<file path="src/hdl/pbsb_pkg.sv">
// Shared types, widths and helpers for the projected box screen bounds unit.
// No dependencies; every other file imports this package.
package pbsb_pkg;

  localparam int CORNER_COUNT = 8;
  localparam int CNT_W = $clog2(CORNER_COUNT);
  localparam int COORD_W = 32;
  localparam int CFG_W = 64;
  localparam int SCREEN_REG_W = 24;
  localparam int SCR_W = 12;
  localparam int PROD_W = 64;
  localparam int ROW_W = 58;
  localparam int MAG_W = 58;
  localparam int FRAC_W = 16;
  localparam int SAT_SHIFT = 20;
  localparam int QUO_W = FRAC_W + SAT_SHIFT;
  localparam int OFF_W = QUO_W + SCR_W - 1;
  localparam int POS_W = 49;
  localparam int TR_W = POS_W - FRAC_W;
  localparam int SPAN_W = POS_W + 1 - FRAC_W;
  localparam int OUT_W = 16;

  localparam logic signed [ROW_W-1:0] W_MIN = ROW_W'(4294967);
  localparam logic [SCREEN_REG_W-1:0] SCREEN_RESET = SCREEN_REG_W'(4425600);

  typedef enum logic [2:0] {
    REG_X01    = 3'd0,
    REG_X23    = 3'd1,
    REG_Y01    = 3'd2,
    REG_Y23    = 3'd3,
    REG_W01    = 3'd4,
    REG_W23    = 3'd5,
    REG_SCREEN = 3'd6
  } reg_index_t;

  typedef struct packed {
    logic valid;
    logic first;
    logic last;
  } tag_t;

  typedef struct packed {
    tag_t tag;
    logic front;
    logic neg_x;
    logic neg_y;
    logic sat_x;
    logic sat_y;
  } side_t;

  typedef struct packed {
    logic [MAG_W-1:0] r;
    logic [QUO_W-1:0] q;
  } div_lane_t;

  typedef struct packed {
    logic                    valid;
    logic                    front;
    logic signed [TR_W-1:0]  left;
    logic signed [TR_W-1:0]  row;
    logic [SPAN_W-1:0]       width;
    logic [SPAN_W-1:0]       height;
  } result_t;

  // One restoring step: shift in the next dividend bit, subtract if it fits.
  function automatic div_lane_t div_step(div_lane_t cur, logic [MAG_W-1:0] den);
    logic [MAG_W:0] r2;
    logic           ge;
    div_lane_t      nxt;
    r2 = {cur.r, cur.q[QUO_W-1]};
    ge = (r2 >= {1'b0, den});
    nxt.r = ge ? MAG_W'(r2 - {1'b0, den}) : MAG_W'(r2);
    nxt.q = {cur.q[QUO_W-2:0], ge};
    return nxt;
  endfunction

endpackage

</file>
<file path="src/hdl/pbsb_reduce.sv">
// Screen mapping, min/max over the corners of a box, and truncation of the bounds.
// Depends on pbsb_pkg.
module pbsb_reduce import pbsb_pkg::*; (
  input  logic             clk,
  input  logic             rst,
  input  logic             en,
  input  side_t            side_in,
  input  logic [QUO_W-1:0] ratio_x,
  input  logic [QUO_W-1:0] ratio_y,
  input  logic [SCR_W-1:0] scr_w,
  input  logic [SCR_W-1:0] scr_h,
  output result_t          res
);

  side_t side_a, side_b;
  logic [OFF_W-1:0] off_x, off_y;
  logic signed [POS_W-1:0] sx, sy;
  logic signed [POS_W-1:0] min_x, max_x, min_y, max_y;
  logic front_acc, acc_valid;
  logic signed [POS_W-1:0] half_w, half_h, off_xs, off_ys;

  function automatic logic signed [TR_W-1:0] trunc_q16(logic signed [POS_W-1:0] v);
    logic [POS_W-1:0] mag;
    logic [TR_W-1:0]  sh;
    mag = v[POS_W-1] ? POS_W'(-v) : POS_W'(v);
    sh  = TR_W'(mag >> FRAC_W);
    return v[POS_W-1] ? -$signed(sh) : $signed(sh);
  endfunction

  assign half_w = {{(POS_W-SCR_W-15){1'b0}}, scr_w, 15'b0};
  assign half_h = {{(POS_W-SCR_W-15){1'b0}}, scr_h, 15'b0};
  assign off_xs = side_a.neg_x ? -$signed(POS_W'(off_x)) : $signed(POS_W'(off_x));
  assign off_ys = side_a.neg_y ? -$signed(POS_W'(off_y)) : $signed(POS_W'(off_y));

  always_ff @(posedge clk) begin
    if (rst) begin
      side_a    <= '0;
      side_b    <= '0;
      acc_valid <= 1'b0;
      res.valid <= 1'b0;
    end else if (en) begin
      side_a    <= side_in;
      side_b    <= side_a;
      acc_valid <= side_b.tag.valid && side_b.tag.last;
      res.valid <= acc_valid;
      off_x <= OFF_W'(({12'b0, ratio_x} * {{QUO_W{1'b0}}, scr_w}) >> 1);
      off_y <= OFF_W'(({12'b0, ratio_y} * {{QUO_W{1'b0}}, scr_h}) >> 1);
      sx <= half_w + off_xs + POS_W'(32768);
      sy <= half_h - off_ys - POS_W'(32768);
      // fold each corner into the running bounds; the first corner restarts them
      if (side_b.tag.valid) begin
        if (side_b.tag.first) begin
          min_x <= sx;
          max_x <= sx;
          min_y <= sy;
          max_y <= sy;
          front_acc <= side_b.front;
        end else begin
          if (sx < min_x) min_x <= sx;
          if (sx > max_x) max_x <= sx;
          if (sy < min_y) min_y <= sy;
          if (sy > max_y) max_y <= sy;
          front_acc <= front_acc && side_b.front;
        end
      end
      res.front  <= front_acc;
      res.left   <= trunc_q16(min_x);
      res.row    <= trunc_q16(min_y);
      res.width  <= SPAN_W'(({max_x[POS_W-1], max_x} - {min_x[POS_W-1], min_x}) >> FRAC_W);
      res.height <= SPAN_W'(({max_y[POS_W-1], max_y} - {min_y[POS_W-1], min_y}) >> FRAC_W);
    end
  end

endmodule

</file>
<file path="config.mk">
export PLATFORM = sky130hd
export DESIGN_NAME = pbsb_reduce
export DESIGN_NICKNAME = d
export VERILOG_FILES = /design/src/hdl/pbsb_pkg.sv /design/src/hdl/pbsb_reduce.sv
export SDC_FILE = /design/constraint.sdc
export NUM_CORES = 2
export LEC_CHECK = 0
export ABC_AREA = 1
export BUFFER_PORTS_ARGS = -buffer_cell sky130_fd_sc_hd__buf_4
export CORE_MARGIN = 2
export CORE_UTILIZATION = 55
export CTS_BUF_LIST = sky130_fd_sc_hd__clkbuf_16
export DETAILED_ROUTE_END_ITERATION = 8
export PLACE_DENSITY = 0.72
export SETUP_SLACK_MARGIN = 0.5
export SLEW_MARGIN = 0
export SYNTH_ARGS = -nofsm -noshare
export SYNTH_HDL_FRONTEND = slang
export SYNTH_SLANG_ARGS = --single-unit
</file>
<file path="constraint.sdc">
create_clock -name clk -period 21.6 [get_ports clk]
set_input_delay 2.16 -clock clk [delete_from_list [all_inputs] [get_ports clk]]
set_output_delay 2.16 -clock clk [all_outputs]
set_load 0.02 [all_outputs]
</file>
Word-level counts from Yosys, hierarchy flattened
Index checks and enable logic that the tools add are counted.
- bits of input ports: 107
- output and inout port bits: 136
- word-level logic and storage cells: 72
- bits in registers: 536
- bitwise logic cells: 1
- reductions and logical operators: 12
- mux-type cells: 15
- add/subtract/negate cells: 12
- magnitude comparators: 4
- multiply operators: 2
- operators with widths (operator ; number):
    49-bit 2-to-1 mux ; 12
    49-bit by 49-bit subtractor with 50-bit output ; 2
    49-bit greater-than comparator ; 2
    49-bit < comparator ; 2
    47-bit negation with 49-bit output ; 2
    49-bit negation ; 2
    36-bit by 12-bit multiplier with 48-bit output ; 2
    33-bit 2-to-1 mux ; 2
    33-bit negation ; 2
    28-bit by 49-bit adder with 49-bit output ; 1
    49-bit by 17-bit adder with 49-bit output, second input constant ; 1
    28-bit by 49-bit subtractor with 49-bit output ; 1
    49-bit by 17-bit subtractor with 49-bit output, second input constant ; 1
    4-bit AND reduction ; 4
    2-bit nonzero test ; 4
    3-bit AND reduction ; 1
    1-bit logical AND ; 2
    2-bit AND reduction ; 1
    1-bit 2-to-1 mux ; 1
    1-bit inverter ; 1

Depth between registers and ports, before layout
- word-level depth: 4
- mapped depth: 27
- depth with buffers taken out: 26

Worst setup path after synthesis
OpenSTA, ideal clock, no wires.
- path kind: input port to flip-flop
- start point: input port en
- end point: register max_x[0], enable pin
- arrival time: 18.378 ns
- required time: 21.197 ns
- stages on the path: 7
- library setup time: 0.403 ns
- setup slack: 2.818 ns
- buffers on the path: 1
- cells stage by stage: clkbuf_1 > clkinv_1 > nor2_1 > nand2_1 > inv_1 > nand2_1 > inv_1
- longest elaborated chain between the ends: 1
- RTL lines (what ; RTL line ; text):
    from (decl) ; pbsb_reduce.sv:6 ; input logic en,
    4-bit AND reduction (no source line) ; - ;
    to (signal assigned) ; pbsb_reduce.sv:54 ; max_x <= sx;
    to (signal assigned) ; pbsb_reduce.sv:60 ; if (sx > max_x) max_x <= sx;
    to (decl) ; pbsb_reduce.sv:18 ; logic signed [POS_W-1:0] min_x, max_x, min_y, max_y;
No other way between the ends.
A chain may end at the register's enable or synchronous reset.

Worst setup path in the final report
- start point: input port scr_h[7]
- end point: register off_y[37] (data pin)
- longest elaborated chain between the ends: 1
- RTL lines (what ; RTL line ; text):
    from (decl) ; pbsb_reduce.sv:11 ; input logic [SCR_W-1:0] scr_h,
    36-bit by 12-bit multiplier with 48-bit output ; pbsb_reduce.sv:47 ; off_y <= OFF_W'(({12'b0, ratio_y} * {{QUO_W{1'b0}}, scr_h}) >> 1);
    to (signal assigned) ; pbsb_reduce.sv:47 ;
    to (decl) ; pbsb_reduce.sv:16 ; logic [OFF_W-1:0] off_x, off_y;
No other way between the ends.

==> results.sh <==
export IMPL_status="finished clean"
export IMPL_yosysSeqAreaShare=0.239
export IMPL_grt_antenna_before_repair=6
export IMPL_ys_warnings_count=0
export IMPL_clk_root_buffer_cell="clkbuf_16"
export IMPL_reg2reg_slack_ps=16470
export IMPL_layout_drive_gt1_share=0.0576
export IMPL_worstSetupStartpointType="input port"
export IMPL_power_per_cell_area_nw_per_um2=139
export IMPL_cts_sinks=536
export IMPL_end_kind="flop"
export IMPL_pin_count_of_the_biggest_net_entering_global_routing=86
export IMPL_area_growth_synth_to_final_pct=7.55
export IMPL_post_cts_resized=0
export IMPL_post_route_min_period_ps=7360
export IMPL_synth_enable_flop_cells=524
export IMPL_synth_ff_type="edfxtp_1"
export IMPL_hold_vio_cnt_final=0
export IMPL_post_synth_cell_area_avg_um2=7.79
export IMPL_std_cell_rows=127
export IMPL_cts_post_setup_buffers_inserted=0
export IMPL_synth_cell_type_count=62
export IMPL_dpl_cell_area_um2=69900
export IMPL_total_clock_buffers_created_by_cts=55
export IMPL_nets_in_the_synthesized_netlist=9888
export IMPL_layout_cell_area_non_filler_um2=71800
export IMPL_design_die_area_um2=124000
export IMPL_initialDrtViolationCount=4662
export IMPL_detail_route_vias_per_cell=5.48
export IMPL_layout_nets=9996
export IMPL_drt_antenna_violating_nets=0
export IMPL_total_leakage_power_nw=35.5
export IMPL_final_setup_skew_ps=36.9
export IMPL_floorplan_die_width_um=352
export IMPL_cts_buffer_depth=3
export IMPL_hold_path_class="flop to flop"
export IMPL_avgRoutedWirePerCell_um=18.9
export IMPL_dp_hpwl_um=163000
export IMPL_tightest_slew_ps=1090
export IMPL_synth_area_leader_cell="edfxtp_1"
export IMPL_final_setup_worst_slack_ps=14240
export IMPL_timing_critical_path_required_ps=21970
export IMPL_yosys_register_bits=536
export IMPL_timing_setup_critical_path_class="input port to flop"
export IMPL_floorplan_die_height_um=352
export IMPL_vdd_ir_drop_worst_mv=0.133
export IMPL_htree_levels=2
export IMPL_fin_worst_hold_slack_ps=461
export IMPL_timing_fmax_mhz=136
export IMPL_drt_drc_violations_left=0
export IMPL_crit_arrival_ps=7720
export IMPL_drt_total_wl_um=195000
export IMPL_vias=56600
export IMPL_clkSlewWorstSetupHoldPaths_ps=60
export IMPL_netlist_instances=8565
export IMPL_ioPinCount=243
export IMPL_ys_top_cells_by_area="edfxtp_1 (24%), fa_1 (20%), nand2_1 (12%), ha_1 (10%), inv_1 (10%)"
export IMPL_slew_headroom=0.264
export IMPL_grt_overflow_total=0
export IMPL_grt_pass1_vias=56600
export IMPL_place_port_buffers=240
export IMPL_initial_utilization=0.556
export IMPL_netlist_area_before_placement_um2=66700
export IMPL_cts_stage_hold_buffer_count=0
export IMPL_final_max_slew_violation_count=0
export IMPL_maximum_fanout_along_the_worst_path=37
export IMPL_grt_first_pass_wirelength_um=310000
export IMPL_detailedRoute_firstPassIterationCount=7
export IMPL_floorplan_core_area_um2=120000
export IMPL_clk_insertion_delay_late_ps=650
export IMPL_pre_cts_slack_ps=13710
export IMPL_final_setup_tns_ps=0
export IMPL_grt_usage=0.315
export IMPL_globalplace_congestion=1.02
export IMPL_period_share=0.341
export IMPL_tritoncts_clock_tree="built"
export IMPL_final_setup_viol_count=0
export IMPL_post_synth_top_area_fraction=0.236
export IMPL_asyncSetResetFlopFracSynth=0
export IMPL_cap_violations=0
export IMPL_grt_setup_unrepaired="no"
[synth_stat cells (90+ instances only)]
| cell | count |
|---|---|
| ha_1 | 535 |
| nand3_1 | 337 |
| fa_1 | 681 |
| a21oi_1 | 420 |
| o21ai_0 | 250 |
| nor2_1 | 731 |
| xnor2_1 | 102 |
| xor2_1 | 206 |
| clkbuf_1 | 160 |
| nand4_1 | 90 |
| nand2_1 | 2137 |
| edfxtp_1 | 524 |
| inv_1 | 1780 |
[metrics by stage]
stage	utilization	power, W	instances
after floorplan	-	0.00683	8565
after global placement	0.582	0.00883	10200
after detailed placement	0.582	0.00891	10200
after CTS	0.597	0.00995	10300
after global routing	0.597	0.0109	10300
final	0.597	0.00995	10300
[registers in the layout (all words and copies together) (netlist names), 47 cells and up]
name	flops
sy	49
off_y	47
min_y	49
off_x	47
max_y	49
sx	49
min_x	49
res	136
max_x	49
[per-layer routing]
| layer | up-vias | wire length, µm | global-route usage |
|---|---|---|---|
| met5 | - | 32 | 0 |
| met4 | 4 | 6340 | 0.0943 |
| met3 | 324 | 12900 | 0.0351 |
| met2 | 2014 | 91800 | 0.529 |
| met1 | 27300 | 84000 | 0.431 |
| li1 | 27000 | - | - |
[placed cells by master, fill, tap and decap left out, types with 77 or more instances in the layout]
cell type  Yosys  routed
xnor2_1      102     102
nand3_1      337     337
a21oi_1      420     420
inv_1       1780    1785
nor2_1       731     730
ha_1         535     535
nor3_1        77      77
xor2_1       206     206
nand4_1       90      90
fa_1         681     681
buf_4          1     254
edfxtp_1     524     524
o21ai_0      250     250
nand2_1     2137    2137
[final cells by class]
| cell class | instances | area [µm²] |
|---|---|---|
| diodes | 2 | 5.00 |
| clock buffers | 60 | 1500 |
| clock inverters | 41 | 400 |
| fillers | 11100 | 48400 |
| inverters | 1805 | 6780 |
| multi-input cells | 6021 | 43200 |
| flip-flops and latches | 536 | 16000 |
| well taps | 1612 | 2020 |
| repair buffers | 254 | 1910 |
[cells by family (layout without fill, tap and decap cells)]
family / Yosys count / after routing / share of synthesized area
AND/OR/NAND/NOR: 3575 / 3575 / 0.224
buffers and inverters: 2008 / 2160 / 0.113
XOR/XNOR: 309 / 309 / 0.0407
AO/OA/AOI/OAI: 921 / 921 / 0.0777
adder cells (fa/ha/maj): 1216 / 1216 / 0.305
other: 0 / 2 / 0
flip-flops: 536 / 536 / 0.239
[worst max-delay path: stages]
cell     delay, ps
buf_4          460
nand2_1        150
fa_1           530
inv_1           50
fa_1           460
fa_1           530
fa_1           560
inv_1           60
fa_1           540
inv_1           50
ha_1           380
nand2_1        160
nor2_1         130
inv_1           40
o21ai_1        310
nand2_1        120
nand3_1         90
nand2_1         80
o21ai_0        510
a21oi_1        180
xnor2_1        160
[worst paths after layout]
check	cells past startpoint	start	endpoint
min reg2reg	2	acc_valid	res[135]
max	21	scr_h[7]	off_y[37]
min	2	acc_valid	res[135]
max reg2reg	24	off_y[0]	sy[44]
[power breakdown]
group          internal, W  switching [W]  total (W)
logic              0.00246        0.00459    0.00705
registers          0.00167       0.000241    0.00191
clock network     0.000574       0.000418   0.000992
Note: power is estimated with default switching activity, not from simulation.
